**src/rtl/pfa_ram.sv**
```systemverilog
module pfa_ram #(
  parameter int WIDTH = 12,
  parameter int DEPTH = 64
) (
  input  logic                     clk,
  input  logic                     we,
  input  logic [$clog2(DEPTH)-1:0] waddr,
  input  logic [WIDTH-1:0]         wdata,
  input  logic [$clog2(DEPTH)-1:0] raddr,
  output logic [WIDTH-1:0]         rdata
);

  logic [WIDTH-1:0] mem [DEPTH];

  always_ff @(posedge clk) begin
    if (we) begin
      mem[waddr] <= wdata;
    end
    rdata <= mem[raddr];
  end

endmodule

```
**config.mk**
```make
export PLATFORM = sky130hd
export DESIGN_NAME = pfa_ram
export DESIGN_NICKNAME = d
export VERILOG_FILES = /design/src/rtl/pfa_ram.sv
export SDC_FILE = /design/constraint.sdc
export NUM_CORES = 1
export LEC_CHECK = 0
export BUFFER_PORTS_ARGS = -buffer_cell sky130_fd_sc_hd__buf_4
export CORE_UTILIZATION = 40
export CTS_BUF_LIST = sky130_fd_sc_hd__clkbuf_4
export CTS_CLUSTER_DIAMETER = 150
export DETAILED_ROUTE_END_ITERATION = 7
export PLACE_DENSITY = 0.55
export REMOVE_ABC_BUFFERS = 1
export SYNTH_ARGS = -nofsm -noshare
export SYNTH_HDL_FRONTEND = slang
export SYNTH_SLANG_ARGS = --single-unit
```
**constraint.sdc**
```tcl
create_clock -name clk -period 2.35 [get_ports clk]
set_input_delay 0.1175 -clock clk [delete_from_list [all_inputs] [get_ports clk]]
set_output_delay 0.1175 -clock clk [all_outputs]
set_load 0.01 [all_outputs]
```
Word level (Yosys, flattened, before mapping)
Memory sizes are Yosys's and may differ from the RTL's. A register that Yosys moved wholly into a read port is not among the register bits.
Index checks and enable logic that the tools add are counted.
Widths: inputs -> output; s select.
{"block": "op_classes", "n_mux": 2}
{"operator": "$mux 1", "count": 2}
{"block": "word_totals", "out_inout_bits": 12, "ramBits": 768, "ff_bits": 0, "n_memories": 1}
{"memory": "mem", "depth": 64, "word_bits": 12, "read_ports": 1, "rd_clocked_by_memory_dff": 1, "wr": 1, "line_no": "13", "source": "logic [WIDTH-1:0] mem [DEPTH];"}

Logic depth before layout (Yosys ltp)
Gate-level depths: netlist (run 1).
{"block": "depth", "depth_word": 2, "ltp_mapped": 9, "mapped_depth_nobuf": 5}

Least setup slack after synthesis (run 1)
Ideal clock, no wire load.
{"block": "synth_path", "path_kind": "input -> register", "startpoint": "input port waddr[3]", "endpoint": "memory mem[48][0] (enable)", "slack_ps": 448, "setup_ps": 396, "n_path_buf": 1, "path_stages": 4, "arrival_ps": 1506, "required_time_ps": 1954, "path_cell_list": "clkbuf_1 -> nor2b_1 -> nand4b_1 -> nor3_1"}
{"item": "start, declared", "line_no": "7", "source": "input logic [$clog2(DEPTH)-1:0] waddr,"}
{"item": "end, declared", "line_no": "13"}
Straight into the memory's write port.

==> results of run 1 <==
==> cell usage in the layout, fill, tap and decap left out, types with 8 or more instances in the layout <==
cell and n:
a31oi_1 9, a21oi_1 10, mux4_2 192, a22oi_1 9
o22ai_1 23, buf_4 168, nor2_1 74, nand3_1 14
nand2b_1 21, edfxtp_1 768, mux2i_1 19, dlygate4sd3_1 30
buf_12 13, nor3_1 8, nor2b_1 15, dfxtp_1 12
clkbuf_4 283, clkinv_1 30, nand2_1 14, o21ai_0 11
o221ai_1 16, a211oi_1 13
==> how the worst max path moves through the flow <==
stage                 endpoint  slack, ns
floorplan           mem[48][0]       0.59
global placement      rdata[3]      -0.29
detailed placement    rdata[3]      -0.20
CTS                  rdata[10]       0.06
global route          rdata[1]       0.14
finish                rdata[3]       0.20
==> critical path, delay by kind of cell (launching register included) <==
family | cells | cell delay, ns
AOI/OAI and AO/OA | 3 | 1.18
DFF | 1 | 0.37
muxes | 1 | 0.50
==> per-stage QoR <==
step / setup slack [ns] / hold WS (ns) / instances
floorplan: 0.590 / 0.216 / 1266
global placement: -0.288 / 0.558 / 2408
detailed placement: -0.195 / 0.556 / 2408
CTS: 0.0573 / 0.0279 / 2774
global route: 0.136 / 0.104 / 2778
finish: 0.200 / 0.172 / 2780
==> power groups by stage <==
stage	clock (W)	combinational [W]	sequential (W)
after CTS	0.0116	0.00165	0.0154
after global routing	0.0122	0.00173	0.0154
final	0.0112	0.00163	0.0155
after global placement	0	0.00159	0.0157
after floorplan	0	0.000575	0.0157
after detailed placement	0	0.00160	0.0157
==> final cells by class <==
| class | count | area (um2) |
|---|---|---|
| Clock buffer | 283 | 2120 |
| Multi-Input combinational cell | 486 | 6130 |
| Sequential cell | 780 | 23300 |
| Timing Repair Buffer | 213 | 1850 |
| Tap cell | 959 | 1200 |
| Fill cell | 6144 | 38500 |
| Clock inverter | 52 | 328 |
| Antenna cell | 7 | 17.5 |
==> state kept, by name, summed over array words and instances (netlist names) <==
register	cells
mem	768
rdata	12
==> per-layer routing <==
metal	GRT usage (%)	vias up	wire, um
met4	8.56	4	1950
met2	31.4	597	35500
met1	28.5	8042	32900
li1	-	6495	-
met5	0	-	26
met3	6.14	121	5960
==> cells by family (layout without fill, tap and decap cells) <==
group / count (synthesis) / after routing / share of synthesized area [%]
AOI/OAI and AO/OA: 109 / 109 / 2.59
buffers and inverters: 73 / 548 / 1.44
DFF: 780 / 780 / 78.1
muxes: 219 / 219 / 15.4
other: 0 / 7 / 0
and+or+nand+nor: 158 / 158 / 2.49
==> what timing repair did <==
action,4_1_cts,5_1_grt
gates resized for setup,0,1
endpoints found under the hold margin,1548,0
endpoints found under the setup margin,0,1
hold buffers,31,0
==> summary.txt, run 1 <==
Run status
  • Status: finished, violations left
  • Failing checks: DRC

Pwr
  • Switching Fraction: 22.7%
  • Sequential power share: 54.6%
  • VDD IR max: 0.340 mV
  • Clock power frac: 39.7%
  • Cell area power density: 810 nW/um2
  • Final total power: 0.0283 W
  • Internal Power: 0.0219 W
  • LEAKAGE: 11.3 nW
  • Comb power frac: 5.7%
  • Sw Pwr: 0.00641 W

GRT
  • Gr usage total: 20.9%
  • Gr ovfl total: 0
  • Antenna violations before repair: 6
  • Largest net degree at the start of global routing: 65
  • Vias in the first global route: 15,800
  • First-pass GRT wire length: 110 mm

Critical path
  • Crit start category: flip-flop
  • Critical path class: reg -> reg
  • WP data required: 3.28 ns
  • Worst path slowest cell: o221ai_1
  • Maximum net fanout on the critical path: 2
  • Reg2reg path depth: 4
  • Crit-path max cell delay: 0.70 ns
  • Worst setup path start: mem[15][3]
  • Critical R2R Capture: rdata[3]
  • R2r setup slk: 0.20 ns
  • R2R Path Start: mem[15][3]
  • CP endpoint kind: flip-flop
  • Arrival @ worst endpoint: 3.08 ns
  • Critical path, cell by cell: mux4_2 > o221ai_1 > o21ai_0 > a22o_1

CTS
  • Post-CTS setup buffers: 0
  • CTS tree: built
  • CTS buffer count: 197
  • CTS Root Buffer Type: clkbuf_4
  • Longest Clk Path Bufs: 3
  • H-tree depth: 4
  • CTS Sinks: 780
  • CTS clk-pin slew, worst paths: 0.07 ns
  • Clk_lat worst skew: 1.06 ns

Synthesis
  • Synth top area share: 77.3%
  • Area of the mapped netlist: 29,900 um2
  • Most frequent cells after synthesis: edfxtp_1, mux4_2, nor2_1, clkbuf_1, o22ai_1
  • Yosys Warn Count: 0
  • Sequential fraction of the synthesis area: 78.1%
  • Netlist cell types: 35
  • #FFs+latches synth: 780
  • Top FF cell, synth: edfxtp_1
  • Biggest area consumer among synthesized cells: edfxtp_1
  • Ys async rst share: 0%
  • Post-synth EDFFs: 768
  • Synth area leaders: edfxtp_1, mux4_2, nor2_1
  • Mapped Cells: 1,339
  • Mean post-synth cell area: 22.3 um2
  • Top-count cell post-synth: edfxtp_1

Detailed routing
  • Vias post-DR: 15,300
  • 1st-pass router iterations: 7
  • Final WL: 76.3 mm
  • Routed Antenna Nets: 0
  • DRC: 8
  • Initial detailed-routing violation count: 1,307
  • Ratio of routed vias to standard cells: 5.49
  • Routed WL per cell: 27.5 um

Floorplanning
  • Die area: 75,700 um2
  • Core area: 73,500 um2
  • Ports: 38
  • Die Wd: 275 um
  • Die Span Y: 275 um
  • Standard-cell rows: 99
  • Initial Util: 40.6%

Hold path
  • Hold_sp: raddr[5]
  • Hold EP: rdata[4]
  • Worst Hold Class: in -> reg
  • Worst hold path cell count: 4

Cells and area
  • Synthesis-to-layout area growth: 17.1%
  • Layout cell share with drive strength beyond 1: 38.1%
  • Nets: 1,704
  • Post-layout util: 47.6%
  • Final Cell Area: 35,000 um2

Timing
  • Final slew viol count: 0
  • Fmax: 465 MHz
  • Hold Fails Final Rpt: 0
  • Final worst-path cycle share: 91.5%
  • Fin crit period: 2.15 ns
  • Least-Margin Pin Slew: 0.953 ns
  • Worst-case clock skew: 0.0592 ns
  • RSZ-0062 raised after global routing: false
  • Setup TNS Final: 0 ns
  • Final setup vio count: 0
  • Max-slew headroom: 36.1%

Place
  • IO buf count: 37
  • Placed cell areas: 32,200 um2
  • Detailed Place HPWL: 46.0 mm
  • Final GP Congestion: 0.842

Flow run
  • Maxcap violations: 0
Power figures use the tool's default switching activity.
==> run 2: changes to the inputs <==
- ABC_AREA: unset -> 1
==> run 2 against run 1 <==
Against the previous run: the flow now finishes without violations; sequential power about the same; first-iteration DRC count up 36%; critical path type is now in -> reg; synthesized cell count up 99%; core utilization down 0.90 points; maximum frequency down 7.1%; worst hold slack worse by 0.029 ns; global-route usage up 0.58 points; final cell count up 46%; die area up 6.1%; clock skew up 0.016 ns; clock power up 4%; total power up 2.5%; highest routed layer unchanged.
==> summary.txt, run 2 <==
Run status
  • Status: finished clean

Pwr
  • Cell area power density: 798 nW/um2
  • VDD IR max: 0.417 mV
  • LEAKAGE: 13.4 nW

Cells and area
  • Nets: 2,900
  • Most common cell after layout, fill and taps aside: nand2_1
  • Fillcell total: 7,115
  • Synthesis-to-layout area growth: 14.7%
  • Final Cell Area: 36,300 um2
  • Commonest non-fill, non-tap cells in the layout: nand2_1, edfxtp_1, nand3_1, clkbuf_4, buf_4
  • Top Registers: mem x768, rdata x12
  • Layout cell share with drive strength beyond 1: 16.0%
  • Biggest register: mem
  • Max reg flops: 768

Synthesis
  • Most frequent cells after synthesis: nand2_1, edfxtp_1, nand3_1, buf_2, nor2_1
  • Top-count cell post-synth: nand2_1
  • Biggest area consumer among synthesized cells: edfxtp_1
  • Post-synth EDFFs: 768
  • Yosys Warn Count: 0
  • Mapped Cells: 2,661
  • Area of the mapped netlist: 31,700 um2
  • Ys async rst share: 0%
  • Sequential fraction of the synthesis area: 73.6%
  • Mean post-synth cell area: 11.9 um2
  • Synth top area share: 72.8%
  • Top FF cell, synth: edfxtp_1
  • #FFs+latches synth: 780
  • Synth area leaders: edfxtp_1, nand2_1, nand3_1
  • Netlist cell types: 16

GRT
  • Largest net degree at the start of global routing: 109
  • Gr ovfl total: 0
  • First-pass GRT wire length: 129 mm
  • Gr usage total: 21.4%
  • Antenna violations before repair: 2
  • Vias in the first global route: 20,600

Critical path
  • Critical Path Sink: rdata[3]
  • Critical path, cell by cell: dlygate4sd3_1 > buf_8 > buf_12 > nand2_1 > nand3_1 > nand3_2 > nand2_2 > nand2_1 > dlygate4sd3_1 > nand3_1 > dlygate4sd3_1 > nand3_1 > nand2_1
  • CP endpoint kind: flip-flop
  • Critical R2R Capture: rdata[3]
  • Critical path class: in -> reg
  • Worst path slowest cell: dlygate4sd3_1
  • Maximum net fanout on the critical path: 108
  • Delay-heaviest family, CP: buffers and inverters
  • R2R Path Start: mem[35][3]
  • Worst setup path start: raddr[0]
  • Crit path depth: 13
  • WP data required: 3.35 ns
  • Crit-path max cell delay: 0.57 ns
  • Crit start category: input port
  • R2r setup slk: 0.13 ns
  • Arrival @ worst endpoint: 3.32 ns
  • Reg2reg path depth: 10
  • CP bufs+invs: 5

Timing
  • Hold Fails Final Rpt: 0
  • Fin crit period: 2.31 ns
  • Hold Slack: 0.143 ns
  • Least-Margin Pin Slew: 0.867 ns
  • Final setup vio count: 0
  • Max-slew headroom: 42.2%
  • Final slew viol count: 0
  • Worst-case clock skew: 0.0753 ns
  • Final worst-path cycle share: 98.5%
  • Fmax: 432 MHz

Place
  • Placed cell areas: 33,400 um2
  • Final GP Congestion: 0.829
  • IO buf count: 37
  • Detailed Place HPWL: 48.1 mm

Flow run
  • Maxcap violations: 0

Detailed routing
  • Routed WL per cell: 21.1 um
  • Final WL: 85.9 mm
  • Ratio of routed vias to standard cells: 5.24
  • DRC: 0
  • Vias post-DR: 21,300
  • Routed Antenna Nets: 0
  • Initial detailed-routing violation count: 1,772
  • 1st-pass router iterations: 5

CTS
  • CTS Root Buffer Type: clkbuf_4
  • CTS tree: built
  • Longest Clk Path Bufs: 3
  • H-tree depth: 4
  • Clk_lat worst skew: 1.07 ns
  • CTS buffer count: 195
  • CTS clk-pin slew, worst paths: 0.06 ns
  • CTS Sinks: 780

Floorplanning
  • Initial Util: 40.7%
  • Die Wd: 283 um
  • Die area: 80,300 um2
  • Core area: 77,800 um2
  • Ports: 38
  • Die Span Y: 283 um
  • Standard-cell rows: 102

Hold path
  • Hold_sp: raddr[5]
  • Worst Hold Class: in -> reg
[run 2: cell types whose count changed in the layout (fill, tap and decap cells not counted), sizes merged, moves of 19 or more]
cell	previous run	this run
nand3	14	655
mux4	192	0
buf	183	151
o22ai	23	0
nand2b	21	0
clkbuf	283	302
nand2	14	972
mux2i	20	0
[run 2: how the worst min path moves through the flow]
stage / to / slack, ns / cells after the start
2_1_floorplan: mem[0][0] / 0.22 / 0
3_3_place_gp: rdata[11] / 0.50 / 3
3_5_place_dp: rdata[7] / 0.50 / 3
4_1_cts: rdata[2] / 0.04 / 4
5_1_grt: rdata[2] / 0.08 / 4
6_report: rdata[2] / 0.14 / 4
[run 2: worst reg2reg max path: stages, from the launching register on]
cell	delay, ns
edfxtp_1	0.37
nand2_1	0.07
nand3_1	0.13
nand3_2	0.11
nand2_2	0.08
nand2_1	0.06
dlygate4sd3_1	0.55
nand3_1	0.07
dlygate4sd3_1	0.57
nand3_1	0.08
nand2_1	0.07
[run 2: layout make-up]
cell class,count,area [um2],share of cell area (%)
antenna,4,10.0,0.0275
clock buffer,302,2270,6.24
clock inverter,48,318,0.874
inverter,12,63.8,0.176
multi-input combinational,1700,7320,20.1
sequential,780,23300,64.1
tap,1040,1300,3.58
timing repair buffer,185,1760,4.84
[run 2: what timing repair did]
| item | 4_1_cts | 5_1_grt |
|---|---|---|
| hold endpoints to repair | 1534 | 0 |
| setup endpoints to repair | 0 | 3 |
| buffers inserted | 0 | 0 |
| gates resized for setup | 0 | 8 |
| hold buffers | 36 | 0 |
[run 2: power breakdown]
group,internal (W),leakage [nW],switching [W]
clock network,0.00626,1.52,0.00535
logic,0.000536,4.82,0.00140
registers,0.0154,7.01,0.0000660
[run 2: cell families after synthesis]
| group | synth area share (%) |
|---|---|
| flip-flops | 73.6 |
| buffers and inverters | 3.57 |
| AND/OR/NAND/NOR | 22.9 |
[run 2: stage by stage]
stage / instances / TNS (ns) / total power (W) / worst slack [ns] / util, %
6_report: 4071 / 0 / 0.0290 / 0.0350 / 46.7
5_1_grt: 4068 / -0.00798 / 0.0302 / -0.00798 / 46.7
4_1_cts: 4069 / 0 / 0.0293 / 0.0388 / 46.7
3_5_place_dp: 3683 / 0 / 0.0177 / 0.248 / 42.9
3_3_place_gp: 3683 / 0 / 0.0176 / 0.286 / 42.9
2_1_floorplan: 2492 / -14.66 / 0.0165 / -1.23 / -
[run 2: metal layers]
layer  up-vias  wire, um  track usage, %
li1       9953         -               -
met1     10500     36700            28.8
met2       751     41000            33.8
met3       136      5990            5.01
met4         2      2240            8.31
met5         -         8               0
