`config.mk`:
```
export PLATFORM = sky130hd
export DESIGN_NAME = pfa_seq
export DESIGN_NICKNAME = d
export VERILOG_FILES = /design/src/rtl/pfa_pkg.sv /design/src/rtl/pfa_seq.sv
export SDC_FILE = /design/constraint.sdc
export NUM_CORES = 1
export LEC_CHECK = 0
export ABC_AREA = 1
export ABC_CLOCK_PERIOD_IN_PS = 5600
export BUFFER_PORTS_ARGS = -buffer_cell sky130_fd_sc_hd__buf_2
export CORE_MARGIN = 4
export CORE_UTILIZATION = 55
export DETAILED_ROUTE_END_ITERATION = 8
export MAX_ROUTING_LAYER = met4
export PLACE_DENSITY_LB_ADDON = 0.12
export SLEW_MARGIN = 40
export SYNTH_ARGS = -nofsm -noshare
export SYNTH_HDL_FRONTEND = slang
export SYNTH_SLANG_ARGS = --single-unit
```
`constraint.sdc`:
```
create_clock -name clk -period 5.6 [get_ports clk]
set_input_delay 0 -clock clk [delete_from_list [all_inputs] [get_ports clk]]
set_output_delay 0 -clock clk [all_outputs]
set_load 0.01 [all_outputs]
```
`src/rtl/pfa_pkg.sv`:
```
package pfa_pkg;

  localparam int PAGE_COUNT_DEF  = 4096;
  localparam int CACHE_DEPTH_DEF = 64;

  localparam int PAGE_W  = 12;
  localparam int LEVEL_W = 13;
  localparam int MARK_W  = 6;
  localparam int RES_W   = 13;
  localparam int CFG_IDX_W  = 2;
  localparam int CFG_DATA_W = 13;

  localparam logic [MARK_W-1:0] LOW_MARK_RST  = 6'd8;
  localparam logic [MARK_W-1:0] HIGH_MARK_RST = 6'd32;
  localparam logic [MARK_W-1:0] BATCH_RST     = 6'd16;
  localparam logic [RES_W-1:0]  LOW_RES_RST   = 13'h10;

  localparam logic [1:0] MODE_ALLOC = 2'd0;
  localparam logic [1:0] MODE_FREE  = 2'd1;
  localparam logic [1:0] MODE_SEED  = 2'd2;

  localparam logic [1:0] ST_OK       = 2'd0;
  localparam logic [1:0] ST_EMPTY    = 2'd1;
  localparam logic [1:0] ST_BAD      = 2'd2;
  localparam logic [1:0] ST_RESERVED = 2'd3;

  localparam logic [CFG_IDX_W-1:0] CFG_LOW_MARK  = 2'd0;
  localparam logic [CFG_IDX_W-1:0] CFG_HIGH_MARK = 2'd1;
  localparam logic [CFG_IDX_W-1:0] CFG_BATCH     = 2'd2;
  localparam logic [CFG_IDX_W-1:0] CFG_LOW_RES   = 2'd3;

  typedef struct packed {
    logic [1:0]        mode;
    logic [PAGE_W-1:0] page_number;
  } req_t;

  typedef struct packed {
    logic [PAGE_W-1:0]  page_given;
    logic [1:0]         status;
    logic [LEVEL_W-1:0] free_level;
    logic [LEVEL_W-1:0] cached_level;
    logic [LEVEL_W-1:0] used_level;
  } rsp_t;

  // datapath operations, one per microstep
  localparam int OP_W = 4;
  localparam logic [OP_W-1:0] OP_NONE        = 4'd0;
  localparam logic [OP_W-1:0] OP_CLEAR_WR    = 4'd1;
  localparam logic [OP_W-1:0] OP_MOVED_ZERO  = 4'd2;
  localparam logic [OP_W-1:0] OP_REFILL      = 4'd3;
  localparam logic [OP_W-1:0] OP_POP         = 4'd4;
  localparam logic [OP_W-1:0] OP_MARK_USED   = 4'd5;
  localparam logic [OP_W-1:0] OP_FREE_CLEAR  = 4'd6;
  localparam logic [OP_W-1:0] OP_PUSH_GLOBAL = 4'd7;
  localparam logic [OP_W-1:0] OP_PUSH_CACHE  = 4'd8;
  localparam logic [OP_W-1:0] OP_SEED_COMMIT = 4'd9;
  localparam logic [OP_W-1:0] OP_SET_STATUS  = 4'd10;
  localparam logic [OP_W-1:0] OP_EMIT        = 4'd11;

  // jump conditions
  localparam int COND_W = 4;
  localparam logic [COND_W-1:0] C_ALWAYS       = 4'd0;
  localparam logic [COND_W-1:0] C_NO_IN        = 4'd1;
  localparam logic [COND_W-1:0] C_MODE_ALLOC   = 4'd2;
  localparam logic [COND_W-1:0] C_MODE_FREE    = 4'd3;
  localparam logic [COND_W-1:0] C_MODE_SEED    = 4'd4;
  localparam logic [COND_W-1:0] C_FILL_NOT_LOW = 4'd5;
  localparam logic [COND_W-1:0] C_REFILL_DONE  = 4'd6;
  localparam logic [COND_W-1:0] C_CACHE_EMPTY  = 4'd7;
  localparam logic [COND_W-1:0] C_PG_OOR       = 4'd8;
  localparam logic [COND_W-1:0] C_USED_ONE     = 4'd9;
  localparam logic [COND_W-1:0] C_PAGE_OOR     = 4'd10;
  localparam logic [COND_W-1:0] C_USED_ZERO    = 4'd11;
  localparam logic [COND_W-1:0] C_CACHE_ROOM   = 4'd12;
  localparam logic [COND_W-1:0] C_RESERVED     = 4'd13;
  localparam logic [COND_W-1:0] C_OUT_FREE     = 4'd14;
  localparam logic [COND_W-1:0] C_CLR_BUSY     = 4'd15;

  // program addresses
  localparam int PC_W = 5;
  localparam logic [PC_W-1:0] S_CLR     = 5'd0;
  localparam logic [PC_W-1:0] S_IDLE    = 5'd1;
  localparam logic [PC_W-1:0] S_D_ALLOC = 5'd2;
  localparam logic [PC_W-1:0] S_D_FREE  = 5'd3;
  localparam logic [PC_W-1:0] S_D_SEED  = 5'd4;
  localparam logic [PC_W-1:0] S_D_NONE  = 5'd5;
  localparam logic [PC_W-1:0] S_A0      = 5'd6;
  localparam logic [PC_W-1:0] S_A1      = 5'd7;
  localparam logic [PC_W-1:0] S_A2      = 5'd8;
  localparam logic [PC_W-1:0] S_APOP    = 5'd9;
  localparam logic [PC_W-1:0] S_AP1     = 5'd10;
  localparam logic [PC_W-1:0] S_AP2     = 5'd11;
  localparam logic [PC_W-1:0] S_AP3     = 5'd12;
  localparam logic [PC_W-1:0] S_AP4     = 5'd13;
  localparam logic [PC_W-1:0] S_F0      = 5'd14;
  localparam logic [PC_W-1:0] S_F1      = 5'd15;
  localparam logic [PC_W-1:0] S_F2      = 5'd16;
  localparam logic [PC_W-1:0] S_F3      = 5'd17;
  localparam logic [PC_W-1:0] S_F4      = 5'd18;
  localparam logic [PC_W-1:0] S_S0      = 5'd19;
  localparam logic [PC_W-1:0] S_S1      = 5'd20;
  localparam logic [PC_W-1:0] S_S2      = 5'd21;
  localparam logic [PC_W-1:0] S_S3      = 5'd22;
  localparam logic [PC_W-1:0] S_BAD     = 5'd23;
  localparam logic [PC_W-1:0] S_RES     = 5'd24;
  localparam logic [PC_W-1:0] S_EMPTY   = 5'd25;
  localparam logic [PC_W-1:0] S_EMIT    = 5'd26;
  localparam logic [PC_W-1:0] S_EMIT_W  = 5'd27;

  typedef struct packed {
    logic [OP_W-1:0]   op;
    logic [COND_W-1:0] cond;
    logic [PC_W-1:0]   target;
    logic              use_pg;
    logic [1:0]        stat;
    logic              accept;
  } ctl_t;

  typedef struct packed {
    logic no_in;
    logic mode_alloc;
    logic mode_free;
    logic mode_seed;
    logic fill_not_low;
    logic refill_done;
    logic cache_empty;
    logic pg_oor;
    logic used_one;
    logic page_oor;
    logic used_zero;
    logic cache_room;
    logic reserved;
    logic out_free;
    logic clr_busy;
  } flags_t;

  function automatic ctl_t cw(input logic [OP_W-1:0] op, input logic [COND_W-1:0] cond,
                              input logic [PC_W-1:0] target, input logic use_pg,
                              input logic [1:0] stat, input logic accept);
    ctl_t w;
    w.op     = op;
    w.cond   = cond;
    w.target = target;
    w.use_pg = use_pg;
    w.stat   = stat;
    w.accept = accept;
    return w;
  endfunction

  // control store: on a true condition jump to target, else step to the next word
  function automatic ctl_t ucode(input logic [PC_W-1:0] pc);
    ctl_t w;
    case (pc)
      S_CLR:     w = cw(OP_CLEAR_WR,    C_CLR_BUSY,     S_CLR,    1'b0, ST_OK, 1'b0);
      S_IDLE:    w = cw(OP_NONE,        C_NO_IN,        S_IDLE,   1'b0, ST_OK, 1'b1);
      S_D_ALLOC: w = cw(OP_NONE,        C_MODE_ALLOC,   S_A0,     1'b0, ST_OK, 1'b0);
      S_D_FREE:  w = cw(OP_NONE,        C_MODE_FREE,    S_F0,     1'b0, ST_OK, 1'b0);
      S_D_SEED:  w = cw(OP_NONE,        C_MODE_SEED,    S_S0,     1'b0, ST_OK, 1'b0);
      S_D_NONE:  w = cw(OP_NONE,        C_ALWAYS,       S_EMIT,   1'b0, ST_OK, 1'b0);
      S_A0:      w = cw(OP_MOVED_ZERO,  C_FILL_NOT_LOW, S_APOP,   1'b0, ST_OK, 1'b0);
      S_A1:      w = cw(OP_NONE,        C_REFILL_DONE,  S_APOP,   1'b0, ST_OK, 1'b0);
      S_A2:      w = cw(OP_REFILL,      C_ALWAYS,       S_A1,     1'b0, ST_OK, 1'b0);
      S_APOP:    w = cw(OP_NONE,        C_CACHE_EMPTY,  S_EMPTY,  1'b0, ST_OK, 1'b0);
      S_AP1:     w = cw(OP_POP,         C_ALWAYS,       S_AP2,    1'b0, ST_OK, 1'b0);
      S_AP2:     w = cw(OP_NONE,        C_PG_OOR,       S_BAD,    1'b1, ST_OK, 1'b0);
      S_AP3:     w = cw(OP_NONE,        C_USED_ONE,     S_BAD,    1'b1, ST_OK, 1'b0);
      S_AP4:     w = cw(OP_MARK_USED,   C_ALWAYS,       S_EMIT,   1'b1, ST_OK, 1'b0);
      S_F0:      w = cw(OP_NONE,        C_PAGE_OOR,     S_BAD,    1'b0, ST_OK, 1'b0);
      S_F1:      w = cw(OP_NONE,        C_USED_ZERO,    S_BAD,    1'b0, ST_OK, 1'b0);
      S_F2:      w = cw(OP_FREE_CLEAR,  C_CACHE_ROOM,   S_F4,     1'b0, ST_OK, 1'b0);
      S_F3:      w = cw(OP_PUSH_GLOBAL, C_ALWAYS,       S_EMIT,   1'b0, ST_OK, 1'b0);
      S_F4:      w = cw(OP_PUSH_CACHE,  C_ALWAYS,       S_EMIT,   1'b0, ST_OK, 1'b0);
      S_S0:      w = cw(OP_NONE,        C_PAGE_OOR,     S_BAD,    1'b0, ST_OK, 1'b0);
      S_S1:      w = cw(OP_NONE,        C_RESERVED,     S_RES,    1'b0, ST_OK, 1'b0);
      S_S2:      w = cw(OP_NONE,        C_USED_ZERO,    S_BAD,    1'b0, ST_OK, 1'b0);
      S_S3:      w = cw(OP_SEED_COMMIT, C_ALWAYS,       S_EMIT,   1'b0, ST_OK, 1'b0);
      S_BAD:     w = cw(OP_SET_STATUS,  C_ALWAYS,       S_EMIT,   1'b0, ST_BAD, 1'b0);
      S_RES:     w = cw(OP_SET_STATUS,  C_ALWAYS,       S_EMIT,   1'b0, ST_RESERVED, 1'b0);
      S_EMPTY:   w = cw(OP_SET_STATUS,  C_ALWAYS,       S_EMIT,   1'b0, ST_EMPTY, 1'b0);
      S_EMIT:    w = cw(OP_EMIT,        C_OUT_FREE,     S_IDLE,   1'b0, ST_OK, 1'b0);
      S_EMIT_W:  w = cw(OP_NONE,        C_ALWAYS,       S_EMIT,   1'b0, ST_OK, 1'b0);
      default:   w = cw(OP_NONE,        C_ALWAYS,       S_IDLE,   1'b0, ST_OK, 1'b0);
    endcase
    return w;
  endfunction

endpackage

```
`src/rtl/pfa_seq.sv`:
```
module pfa_seq (
  input  logic            clk,
  input  logic            rst,
  input  pfa_pkg::flags_t flags,
  output pfa_pkg::ctl_t   ctl
);

  logic [pfa_pkg::PC_W-1:0] pc;
  logic [pfa_pkg::PC_W-1:0] pc_next;
  logic                     hit;

  assign ctl = pfa_pkg::ucode(pc);

  always_comb begin
    case (ctl.cond)
      pfa_pkg::C_ALWAYS:       hit = 1'b1;
      pfa_pkg::C_NO_IN:        hit = flags.no_in;
      pfa_pkg::C_MODE_ALLOC:   hit = flags.mode_alloc;
      pfa_pkg::C_MODE_FREE:    hit = flags.mode_free;
      pfa_pkg::C_MODE_SEED:    hit = flags.mode_seed;
      pfa_pkg::C_FILL_NOT_LOW: hit = flags.fill_not_low;
      pfa_pkg::C_REFILL_DONE:  hit = flags.refill_done;
      pfa_pkg::C_CACHE_EMPTY:  hit = flags.cache_empty;
      pfa_pkg::C_PG_OOR:       hit = flags.pg_oor;
      pfa_pkg::C_USED_ONE:     hit = flags.used_one;
      pfa_pkg::C_PAGE_OOR:     hit = flags.page_oor;
      pfa_pkg::C_USED_ZERO:    hit = flags.used_zero;
      pfa_pkg::C_CACHE_ROOM:   hit = flags.cache_room;
      pfa_pkg::C_RESERVED:     hit = flags.reserved;
      pfa_pkg::C_OUT_FREE:     hit = flags.out_free;
      pfa_pkg::C_CLR_BUSY:     hit = flags.clr_busy;
      default:                 hit = 1'b1;
    endcase
  end

  assign pc_next = hit ? ctl.target : pfa_pkg::PC_W'(pc + 1'b1);

  always_ff @(posedge clk) begin
    if (rst) begin
      pc <= pfa_pkg::S_CLR;
    end else begin
      pc <= pc_next;
    end
  end

  // the program never runs off its last word
  a_pc_in_program: assert property (@(posedge clk) disable iff (rst)
    pc <= pfa_pkg::S_EMIT_W)
    else $error("sequencer left the control store");

endmodule
```
Yosys cells after proc, flatten, opt, wreduce, memory -nomap -nowiden

Memories as Yosys holds them, arrays and structs flattened. A register that Yosys moved wholly into a read port is not among the register bits.
Cells that the tools add are included.

Register bits: 5
Memory bits (read-only): 544
Output and inout port bits: 17
Word-level logic and storage cells: 22
Memories: 1

Add/subtract/negate cells: 1
Eq/ne operators: 15
Multiplexer cells: 3
Reductions and logical operators: 1

Memory list:

| memory          | depth | bits a word | rd ports | clocked after Yosys merged registers in | wr ports | line           | text |
|---|---|---|---|---|---|---|---|
| (no name shown) | 32    | 17          | 1        | 1                                       | 0        | pfa_pkg.sv:153 | `case (pc)` |

Operators by type and width:

| operator            | number |
|---|---|
| $eq 4x4->1 const B  | 8 |
| $eq 4x3->1 const B  | 4 |
| $pmux 1 s16         | 1 |
| $mux 5              | 2 |
| $eq 4x2->1 const B  | 2 |
| $add 5x1->5 const B | 1 |
| $eq 4x1->1 const B  | 1 |
| $logic_not 4->1     | 1 |

Logic depth before layout (Yosys ltp)

Gate-level depths: netlist (run 1).

Depth after elaboration: 4
Gate-level depth with buffers: 19
Mapped depth without buffers: 18

Worst setup path before layout (run 1)

Ideal clock, no wire load.

Path type: reg2reg
Start: register, netlist name ctl[10]
End: register, netlist name ctl[7]
Library setup time: 0.112 ns
Arrival: 2.003 ns
Slack: 3.485 ns
Stages on the path, launching flop included: 18
Clock period less this slack: 2.115 ns
Cells stage by stage: dfxtp_1 > buf_4 > inv_2 > nand3_1 > nand2_1 > nor2_1 > nor2_1 > nor2_1 > nand2_2 > nand2_1 > nand3_1 > ha_1 > nand2_1 > nand2_1 > nand2_1 > nand2_1 > nand2_1 > nand2_1

Cells in the longest elaborated chain, start to end: 4

Ends and longest elaborated chain:

| element                            | line          | text |
|---|---|---|
| $eq 4x4->1 (tied with other cells) | pfa_seq.sv:15 | `case (ctl.cond)` |
| $pmux 1 s16 (*)                    | pfa_seq.sv:15 |  |
| $mux 5 (*)                         | pfa_seq.sv:36 | `assign pc_next = hit ? ctl.target : pfa_pkg::PC_W'(pc + 1'b1);` |
| $mux 5 (no line) (*)               | -             |  |

Mark *: on every way between the ends. The rest lies on a longest branch, timed or not.
A chain may end at the register's enable or synchronous reset.

Worst setup path in the final report (run 1)

Start: register, netlist name ctl[10]
End: register, netlist name ctl[7]

Cells in the longest elaborated chain, start to end: 4

Ends and longest elaborated chain:

| element                            | line |
|---|---|
| $eq 4x4->1 (tied with other cells) | pfa_seq.sv:15 |
| $pmux 1 s16 (*)                    | pfa_seq.sv:15 |
| $mux 5 (*)                         | pfa_seq.sv:36 |
| $mux 5 (no line) (*)               | - |

Marks and branches as above.

==> run_results.csv, run 1 <==
group,metric,value,unit
timing,worst_slack,2998,ps
timing,fmax,384.4,MHz
yosys,synth_ff_type,"dfxtp_1",
routing,firstDrtPassIters,4,
setup_path,cp-start-kind,"flop",
yosys,seq_area_frac_synth,27.72,%
routing,vias,1638,
finish,drive_gt1_share,19.57,%
setup_path,timing_worst_setup_path_type,"reg -> reg",
clocking,clk-insertion-delay-late,310,ps
placed_design,dpl_worst_slack,3061,ps
setup_path,critPathCaptureType,"flop",
global_routing,grt_start_max_net_pins,23,
clocking,clk_pin_slew,110,ps
floorplan,boundaryPins,34,
routing,postRouteAntennaNets,0,
clocking,cts_setup_buffers,0,
finish,final_util,63.79,%
floorplan,rows,19,
global_routing,antenna_found_initial,0,
finish,diodes,0,
timing,timing.final.crit_share,46.46,%
timing,final_hold_viol_count,0,
clocking,cts_sinks,22,
setup_path,slowest_stage,"dfxtp_1",
timing,worst_pin_slew,468.4,ps
floorplan,die_area,3813,um2
timing,drv_slew,0,
yosys,synth.distinct_cells,23,
clocking,cts_hold_buf,1,
floorplan,start_util,57.62,%
global_routing,grt_util_all_layers,21.03,%
yosys,synth_top_area_share,27.72,%
clocking,root_buffer,"clkbuf_4",
global_routing,grt_pass1_wl,5878,um
yosys,async_flop_share,0,%
yosys,synth_seq_cells,22,
setup_path,path_cells,"nor2_1, nand2_1, nand2_1, nor2_1, nor2_1, nor2_1, nand2_2, nand2_1, nand3_1, ha_1, nand2_1, nand2_1, nand2_1, nand2_1, nand2_1, nand2_1",
job,drv_cap,0,
setup_path,arrival,2810,ps
clocking,cts_tree,"built",
global_routing,met3_usage,2.686,%
timing,rsz0062_at_grt,"false",
finish,nets,311,
yosys,syn_nets,280,
routing,drt_wl_total,3646,um
setup_path,crit_fanout,12,
setup_path,path_common_cell,"nand2_1",
yosys,syn_avg_cell_area,6.306,um2
setup_path,cp.required,5810,ps
yosys,synth.area.top_cells,"dfxtp_1 (28%), nand2_1 (20%), nand3_1 (12%)",
finish,area_growth_syn_to_layout,10.71,%
routing,wl_per_cell,11.69,um
timing,setup_viol,0,
placed_design,globalplace.congestion,0.9160,
timing,relSlewSlack,68.74,%
floorplan,fp.dieH,61.75,um
timing,min_period,2602,ps
global_routing,grt_pass1_vias,1398,
yosys,synth_edf_count,0,
clocking,cts_buffers,3,
clocking,cts-htree-levels,1,
placed_design,post-place-cells,308,
routing,drtIter0Drc,152,
placed_design,hpwl,2731,um
placed_design,io_buffers,33,
yosys,yosysMostFrequentCell,"nand2_1",
global_routing,use_met1,26.84,%
timing,fin_tns_setup,0,ps
global_routing,top_usage_layer,"met2",
yosys,synthTopCellsByCount,"nand2_1 (84), nand3_1 (38), nor2_1 (26), dfxtp_1 (22), inv_1 (21)",
routing,route.detailed.drc,0,
yosys,synth_cells,252,
outcome,status,"finished clean",
timing,fin_skew,2.946,ps
global_routing,globalRouteOverflowTotal,0,
yosys,yosys.area.top_type,"dfxtp_1",
routing,viasPerCell,5.250,
yosys,ys_warn_count,0,
floorplan,coreArea,2758,um2
setup_path,crit_path_max_incr_delay,560,ps
floorplan,die_x,61.75,um
finish,layout.cells.non_filler,312,
global_routing,grt_util_met2,33.33,%
clocking,cts_resized,0,
clocking,cts_buffer_depth,2,
yosys,synth_area,1589,um2
min_path,hold_class,"in -> reg",
layout by cell type (no fill, tap or decap), drive strengths merged:
master and count:
dlygate4sd3 1, nor2 30, a21oi 6, a22oi 1, ha 11, dfxtp 22
clkbuf 3, o21ai 8, clkinv 1, buf 33, o21bai 1, o211ai 1
nand3 41, xor2 3, inv 26, nand2 91, nand4 2
layer usage:
layer,up-vias,share of wire [%]
met3,9,6.6
met4,0,1.9
li1,854,-
met1,712,45
met5,-,0
met2,63,47
cells by family (layout without fill, tap and decap cells):
family / after synthesis / in the layout / synth area share [%]
buffers and inverters: 35 / 64 / 10.55
xor gates and xnor gates: 3 / 3 / 1.654
and+or+nand+nor: 164 / 164 / 45.59
adders and majority gates: 11 / 11 / 8.661
DFF: 22 / 22 / 27.72
AOI/OAI and AO/OA: 17 / 17 / 5.827
final cells by class:
class	instances	area, um2
multi-input combinational	195	980.9
inverter	27	101.3
clock buffer	3	22.52
fill	263	998.5
sequential	22	440.4
timing repair buffer	34	175.2
tap	31	38.79
sequential cells by signal, summed over array words and instances (netlist names):
| register | count |
|---|---|
| pc | 5 |
| ctl | 17 |
worst max-delay path: cells and delay by family, from the launching register on:
family                     cells  cell delay [ps]
adders and majority gates      1              440
DFF                            1              560
and+or+nand+nor               15             1500
path summary, 6_finish.rpt:
path | startpoint | end | slack [ps] | depth (start not counted)
worst max-delay path | ctl[10] | ctl[7] | 3000 | 16
worst min-delay path | flags[11] | pc[0] | 360 | 9
worst max register to register | ctl[10] | ctl[7] | 3000 | 16
worst min register to register | ctl[4] | pc[0] | 580 | 4
through the flow:
step	hold slack (ps)	area (um2)
2_1_floorplan	72.38	1589
3_3_place_gp	250.0	1727
3_5_place_dp	251.5	1727
4_1_cts	365.2	1759
5_1_grt	422.9	1759
6_report	357.1	1759
Power of run 1 is left out: the tool's default activity adds up to more than one toggle a clock period on the data nets, which glitch-free logic cannot reach.
==> run 2, diff against run 1 <==
--- a/config.mk
+++ b/config.mk
@@ -5,8 +5,8 @@
 export SDC_FILE = /design/constraint.sdc
 export NUM_CORES = 1
 export LEC_CHECK = 0
-export ABC_AREA = 1
-export ABC_CLOCK_PERIOD_IN_PS = 5600
+export ABC_AREA = 0
+export ABC_CLOCK_PERIOD_IN_PS = 2600
 export BUFFER_PORTS_ARGS = -buffer_cell sky130_fd_sc_hd__buf_2
 export CORE_MARGIN = 4
 export CORE_UTILIZATION = 55
==> constraint.sdc (replaced) <==
create_clock -name clk -period 2.6 [get_ports clk]
set_input_delay 0 -clock clk [delete_from_list [all_inputs] [get_ports clk]]
set_output_delay 0 -clock clk [all_outputs]
set_load 0.01 [all_outputs]
==> run 2 against run 1 <==
Effect of this change: final cell count decreased by 8.7%; critical path depth shrank 6; synthesized cell count is 24% lower; setup slack worse by 3000 ps; utilization up 15 points; flip-flop and latch count unchanged; synthesized area rose by 5.0%; count of clock-buffer cells in the layout is 1 higher; first-iteration DRC count is 19% lower; clock skew is 1.8 ps lower.
==> run_results.csv, run 2 <==
group,metric,value,unit
power_and_ir_drop,p_leak,1.047,nW
finish,finalInstanceArea,2235,um2
yosys,synth.area.top_cells,"dfxtp_1 (26%), ha_1 (8.2%), mux2i_1 (6.6%)",
yosys,syn_nets,220,
finish,final_common_cell,"buf_2",
finish,largest_register_ffs,17,
finish,nets,283,
timing,fin_worst_hold_slack,103.8,ps
timing,worst_slack,1.850,ps
min_path,hold_class,"in -> reg",
finish,final_util,78.99,%
setup_path,crit_path_max_incr_delay,400,ps
yosys,yosysMostFrequentCell,"nand2_1",
routing,drt_wl_total,5062,um
clocking,cts_buffers,3,
yosys,synth_seq_cells,22,
floorplan,coreArea,2829,um2
routing,route.detailed.drc,0,
yosys,synth.distinct_cells,55,
yosys,synth_cells,192,
finish,diodes,0,
clocking,cts_hold_buf,0,
yosys,synth_area,1669,um2
setup_path,arrival,2850,ps
timing,final_hold_viol_count,0,
global_routing,grt_start_max_net_pins,19,
finish,drive_gt1_share,40.16,%
power_and_ir_drop,ir_drop,0.6469,mV
finish,area_growth_syn_to_layout,33.88,%
yosys,synth_top_area_share,26.39,%
timing,fin_skew,1.134,ps
setup_path,path_cells,"buf_4, mux2_4, o22a_1, a21oi_2, a21oi_4, mux2i_4, buf_6, ha_4, a211o_1, a31oi_1",
job,drv_cap,0,
yosys,synth_ff_type,"dfxtp_1",
power_and_ir_drop,power,2.956,mW
timing,worst_pin_slew,390.9,ps
global_routing,grt_util_all_layers,27.27,%
setup_path,critPathCaptureType,"flop",
setup_path,cp-start-kind,"flop",
outcome,status,"finished clean",
timing,rsz0062_at_grt,"true",
placed_design,globalplace.congestion,0.9296,
placed_design,io_buffers,33,
routing,vias,1794,
placed_design,hpwl,3794,um
global_routing,grt_pass1_vias,1774,
floorplan,start_util,59.00,%
yosys,async_flop_share,0,%
floorplan,boundaryPins,34,
global_routing,antenna_found_initial,0,
clocking,cts_sinks,22,
floorplan,fp.dieH,63.09,um
yosys,syn_avg_cell_area,8.693,um2
placed_design,postPlaceCellArea,2105,um2
floorplan,die_x,63.09,um
clocking,cts_tree,"built",
global_routing,globalRouteOverflowTotal,0,
finish,layout.cells.non_filler,285,
power_and_ir_drop,powerDensity,1323,nW/um2
timing,timing.final.crit_share,99.93,%
clocking,root_buffer,"clkbuf_4",
yosys,synthTopCellsByCount,"nand2_1 (23), dfxtp_1 (22), nor2_1 (16), ha_1 (11), mux2i_1 (11)",
routing,viasPerCell,6.295,
global_routing,grt_pass1_wl,8424,um
timing,fin_tns_setup,0,ps
timing,relSlewSlack,73.66,%
clocking,clk-insertion-delay-late,320,ps
setup_path,slowest_stage,"dfxtp_4",
clocking,cts_buffer_depth,2,
routing,drtIter0Drc,123,
routing,firstDrtPassIters,5,
setup_path,cp.required,2850,ps
routing,wl_per_cell,17.76,um
yosys,ys_warn_count,0,
setup_path,crit_fanout,5,
yosys,synth_edf_count,0,
floorplan,die_area,3980,um2
floorplan,rows,19,
timing,fmax,384.9,MHz
timing,drv_slew,0,
timing,setup_viol,0,
clocking,clk_pin_slew,130,ps
placed_design,dpl_worst_slack,-94.19,ps
routing,postRouteAntennaNets,0,
placed_design,post-place-cells,276,
setup_path,timing_worst_setup_path_type,"reg -> reg",
finish,final_cell_mix,"buf_2 (33), buf_4 (29), nand2_1 (23)",
yosys,yosys.area.top_type,"dfxtp_1",
yosys,seq_area_frac_synth,26.39,%
timing,min_period,2598,ps
clocking,cts-htree-levels,1,
==> run 2: cell type report <==
type	count	area (um2)
timing repair buffer	65	425.4
clock buffer	4	36.28
sequential	22	445.4
fill	199	594.3
inverter	11	48.80
tap	31	38.79
multi-input combinational	152	1240
==> run 2: logic make-up after synthesis <==
family | Yosys count | synth area share (%)
simple gates | 62 | 18.29
compound gates | 56 | 25.34
flops | 22 | 26.39
mux | 20 | 14.92
buf+inv | 18 | 5.247
fa+ha+maj | 11 | 8.246
xor+xnor | 3 | 1.575
==> run 2: final timing paths <==
path / startpoint / cells after the start / to / slack (ps)
worst max-delay path: ctl[10] / 10 / ctl[12] / 2
worst min-delay path: rst / 3 / ctl[10] / 100
worst max register to register: ctl[10] / 10 / ctl[12] / 2
worst min register to register: ctl[5] / 2 / pc[1] / 700
==> run 2: worst max-delay path, delay by kind of cell (launching register included) <==
kind            cells  cell delay (ps)
mux                 2              590
flops               1              400
compound gates      5             1030
fa+ha+maj           1              200
buf+inv             2              290
==> run 2: routing by layer <==
metal	routed length (um)	share of wire [%]	vias up	track usage, %
li1	-	-	835	-
met1	1993	39	826	30.30
met2	2383	47	111	46.25
met3	448	8.9	22	4.085
met4	237	4.7	0	15.98
met5	0	0	-	-
==> run 2: what timing repair did <==
item | 4_1_cts | 5_1_grt
endpoints found under the setup margin | 8 | 11
pin swaps | 1 | 5
resized for setup | 7 | 9
hold endpoints to repair | 0 | 0
buffers inserted | 4 | 1
==> run 2: report_power, final <==
part           internal [mW]  switching, mW  total [mW]
sequential             0.462          0.114       0.576
clock                 0.0859          0.115       0.200
combinational           1.06           1.12        2.18
Note: power is estimated with default switching activity, not from simulation.
==> run 3, diff against run 2 <==
--- a/config.mk
+++ b/config.mk
@@ -8,8 +8,10 @@
 export ABC_AREA = 0
 export ABC_CLOCK_PERIOD_IN_PS = 2600
 export BUFFER_PORTS_ARGS = -buffer_cell sky130_fd_sc_hd__buf_2
+export CELL_PAD_IN_SITES_DETAIL_PLACEMENT = 0
+export CELL_PAD_IN_SITES_GLOBAL_PLACEMENT = 1
 export CORE_MARGIN = 4
-export CORE_UTILIZATION = 55
+export CORE_UTILIZATION = 41
 export DETAILED_ROUTE_END_ITERATION = 8
 export MAX_ROUTING_LAYER = met4
 export PLACE_DENSITY_LB_ADDON = 0.12
==> run 3 against run 2 <==
Effect of this change: the flow now finishes with violations (setup timing); flip-flop and latch count did not move; clock power rose by 2%; final area rose by 2.6%; final cell count rose by 6.7%; critical path depth did not move; first-iteration DRC count fell by 12%; setup slack got worse by 69 ps; die area rose by 30%; fmax fell by 2.6%; hold slack improved by 99 ps; clock skew rose by 2.2 ps; wire length fell by 3.5%; highest routed layer unchanged.
==> run_results.csv, run 3 (synthesis gave the netlist of run 2 again) <==
group,metric,value,unit
finish,largest_register_ffs,17,
outcome,status,"complete, but fails checks",
finish,final_cell_mix,"buf_2 (33), buf_4 (31), nand2_1 (23)",
timing,min_period,2667,ps
clocking,cts_buffers,3,
finish,area_growth_syn_to_layout,37.41,%
timing,worst_pin_slew,417.4,ps
finish,nets,286,
floorplan,fp.dieH,71.81,um
floorplan,boundaryPins,34,
min_path,hold_class,"in -> reg",
timing,fmax,375.0,MHz
placed_design,hpwl,3763,um
min_path,min_path_cells,3,
finish,final_util,60.38,%
timing,drv_slew,0,
routing,drt_wl_total,4886,um
setup_path,r2r_cells,10,
clocking,root_buffer,"clkbuf_8",
global_routing,grt_pass1_vias,1622,
setup_path,cp-start-kind,"flop",
clocking,cts_buffer_depth,2,
routing,wl_per_cell,16.07,um
routing,top_layer,"met4",
routing,vias,1719,
min_path,hold_end,"ctl[10]",
routing,route.detailed.drc,0,
timing,fin_skew,3.350,ps
power_and_ir_drop,powerDensity,1304,nW/um2
timing,worst_slack,-67.02,ps
power_and_ir_drop,ir_drop,0.6912,mV
placed_design,globalplace.congestion,0.9036,
setup_path,r2r_start,"ctl[10]",
routing,dr_wl_met2,2564,um
floorplan,start_util,43.94,%
timing,timing.final.crit_share,102.6,%
setup_path,regToRegSetupSlack,-70,ps
clocking,cts_sinks,22,
clocking,clk_pin_slew,70,ps
finish,drive_gt1_share,41.41,%
placed_design,postPlaceCellArea,2096,um2
setup_path,crit_path_max_incr_delay,540,ps
setup_path,r2r_end,"ctl[7]",
finish,final_common_cell,"buf_2",
floorplan,coreArea,3799,um2
setup_path,cp.required,2770,ps
timing,setup_viol,2,
global_routing,grt_pass1_wl,7665,um
floorplan,rows,22,
routing,drt-met1-wl,1965,um
routing,firstDrtPassIters,4,
global_routing,globalRouteOverflowTotal,0,
routing,drtIter0Drc,108,
clocking,cts-htree-levels,1,
setup_path,slowest_stage,"mux4_2",
setup_path,path_cells,"mux4_2, mux2i_4, buf_4, a21oi_4, mux2i_4, buf_4, ha_4, mux2i_1, o221a_2, a221oi_2",
setup_path,timing_worst_setup_path_type,"reg -> reg",
clocking,clk-insertion-delay-late,260,ps
min_path,min_from,"rst",
placed_design,post-place-cells,289,
outcome,violations,"setup timing",
finish,finalInstanceArea,2293,um2
routing,viasPerCell,5.655,
finish,diodes,0,
global_routing,grt_util_all_layers,19.07,%
power_and_ir_drop,p_leak,1.058,nW
placed_design,io_buffers,33,
global_routing,antenna_found_initial,0,
global_routing,grt_start_max_net_pins,18,
timing,rsz0062_at_grt,"true",
timing,relSlewSlack,72.09,%
finish,layout.cells.non_filler,304,
floorplan,die_area,5156,um2
clocking,cts_tree,"built",
routing,postRouteAntennaNets,0,
floorplan,die_x,71.81,um
timing,fin_worst_hold_slack,202.8,ps
timing,final_hold_viol_count,0,
setup_path,critPathCaptureType,"flop",
job,drv_cap,0,
setup_path,crit_fanout,5,
setup_path,arrival,2840,ps
routing,dr_wl_met3,266,um
==> run 3: timing repair <==
item                       CTS  global route
cloned                       0             0
hold buffers                 0             0
buffers inserted             6             6
resized for setup           11            11
setup endpoints to repair    8            15
pin swaps                    8             4
==> run 3: how the worst max path moves through the flow <==
stage                     cells after the start  slack [ps]  endpoint    start
after global placement                       10         -20    ctl[7]  ctl[10]
after CTS                                     9         -20    ctl[7]  ctl[10]
after floorplan                               9          -6    ctl[7]  ctl[10]
final                                        10         -70    ctl[7]  ctl[10]
after detailed placement                     10         -60    ctl[7]  ctl[10]
after global routing                         10        -120   ctl[12]  ctl[10]
==> run 3: layer usage <==
layer / vias up / GRT usage (%)
li1: 841 / -
met1: 811 / 22.22
met2: 58 / 33.98
met3: 9 / 1.543
met4: 0 / 6.889
met5: - / -
==> run 3: area by class of cell <==
class / instances / area (um2)
Fill cell: 355 / 1505
Multi-Input combinational cell: 152 / 1256
Sequential cell: 22 / 444.2
Timing Repair Buffer: 68 / 442.9
Tap cell: 48 / 60.06
Inverter: 11 / 48.80
Clock buffer: 3 / 41.29
==> run 3: where the power goes <==
group / switching, mW / internal (mW) / total [mW]
Clock: 0.101 / 0.103 / 0.204
Combinational: 1.11 / 1.09 / 2.21
Sequential: 0.118 / 0.461 / 0.579
==> run 3: critical path: cells and delay by family (launching register included) <==
kind / cells / cell delay (ps)
muxes: 4 / 1070
AOI/OAI and AO/OA: 3 / 520
DFF: 1 / 380
buffers and inverters: 2 / 340
adders and majority gates: 1 / 270
==> run 3: metrics by stage <==
stage	TNS, ps	power [mW]	setup WS (ps)
after CTS	-18.37	2.830	-18.37
after detailed placement	-205.8	2.507	-61.63
after floorplan	-8.569	1.878	-5.732
after global routing	-641.5	3.197	-119.4
final	-113.2	2.990	-67.02
after global placement	-24.41	2.501	-18.92
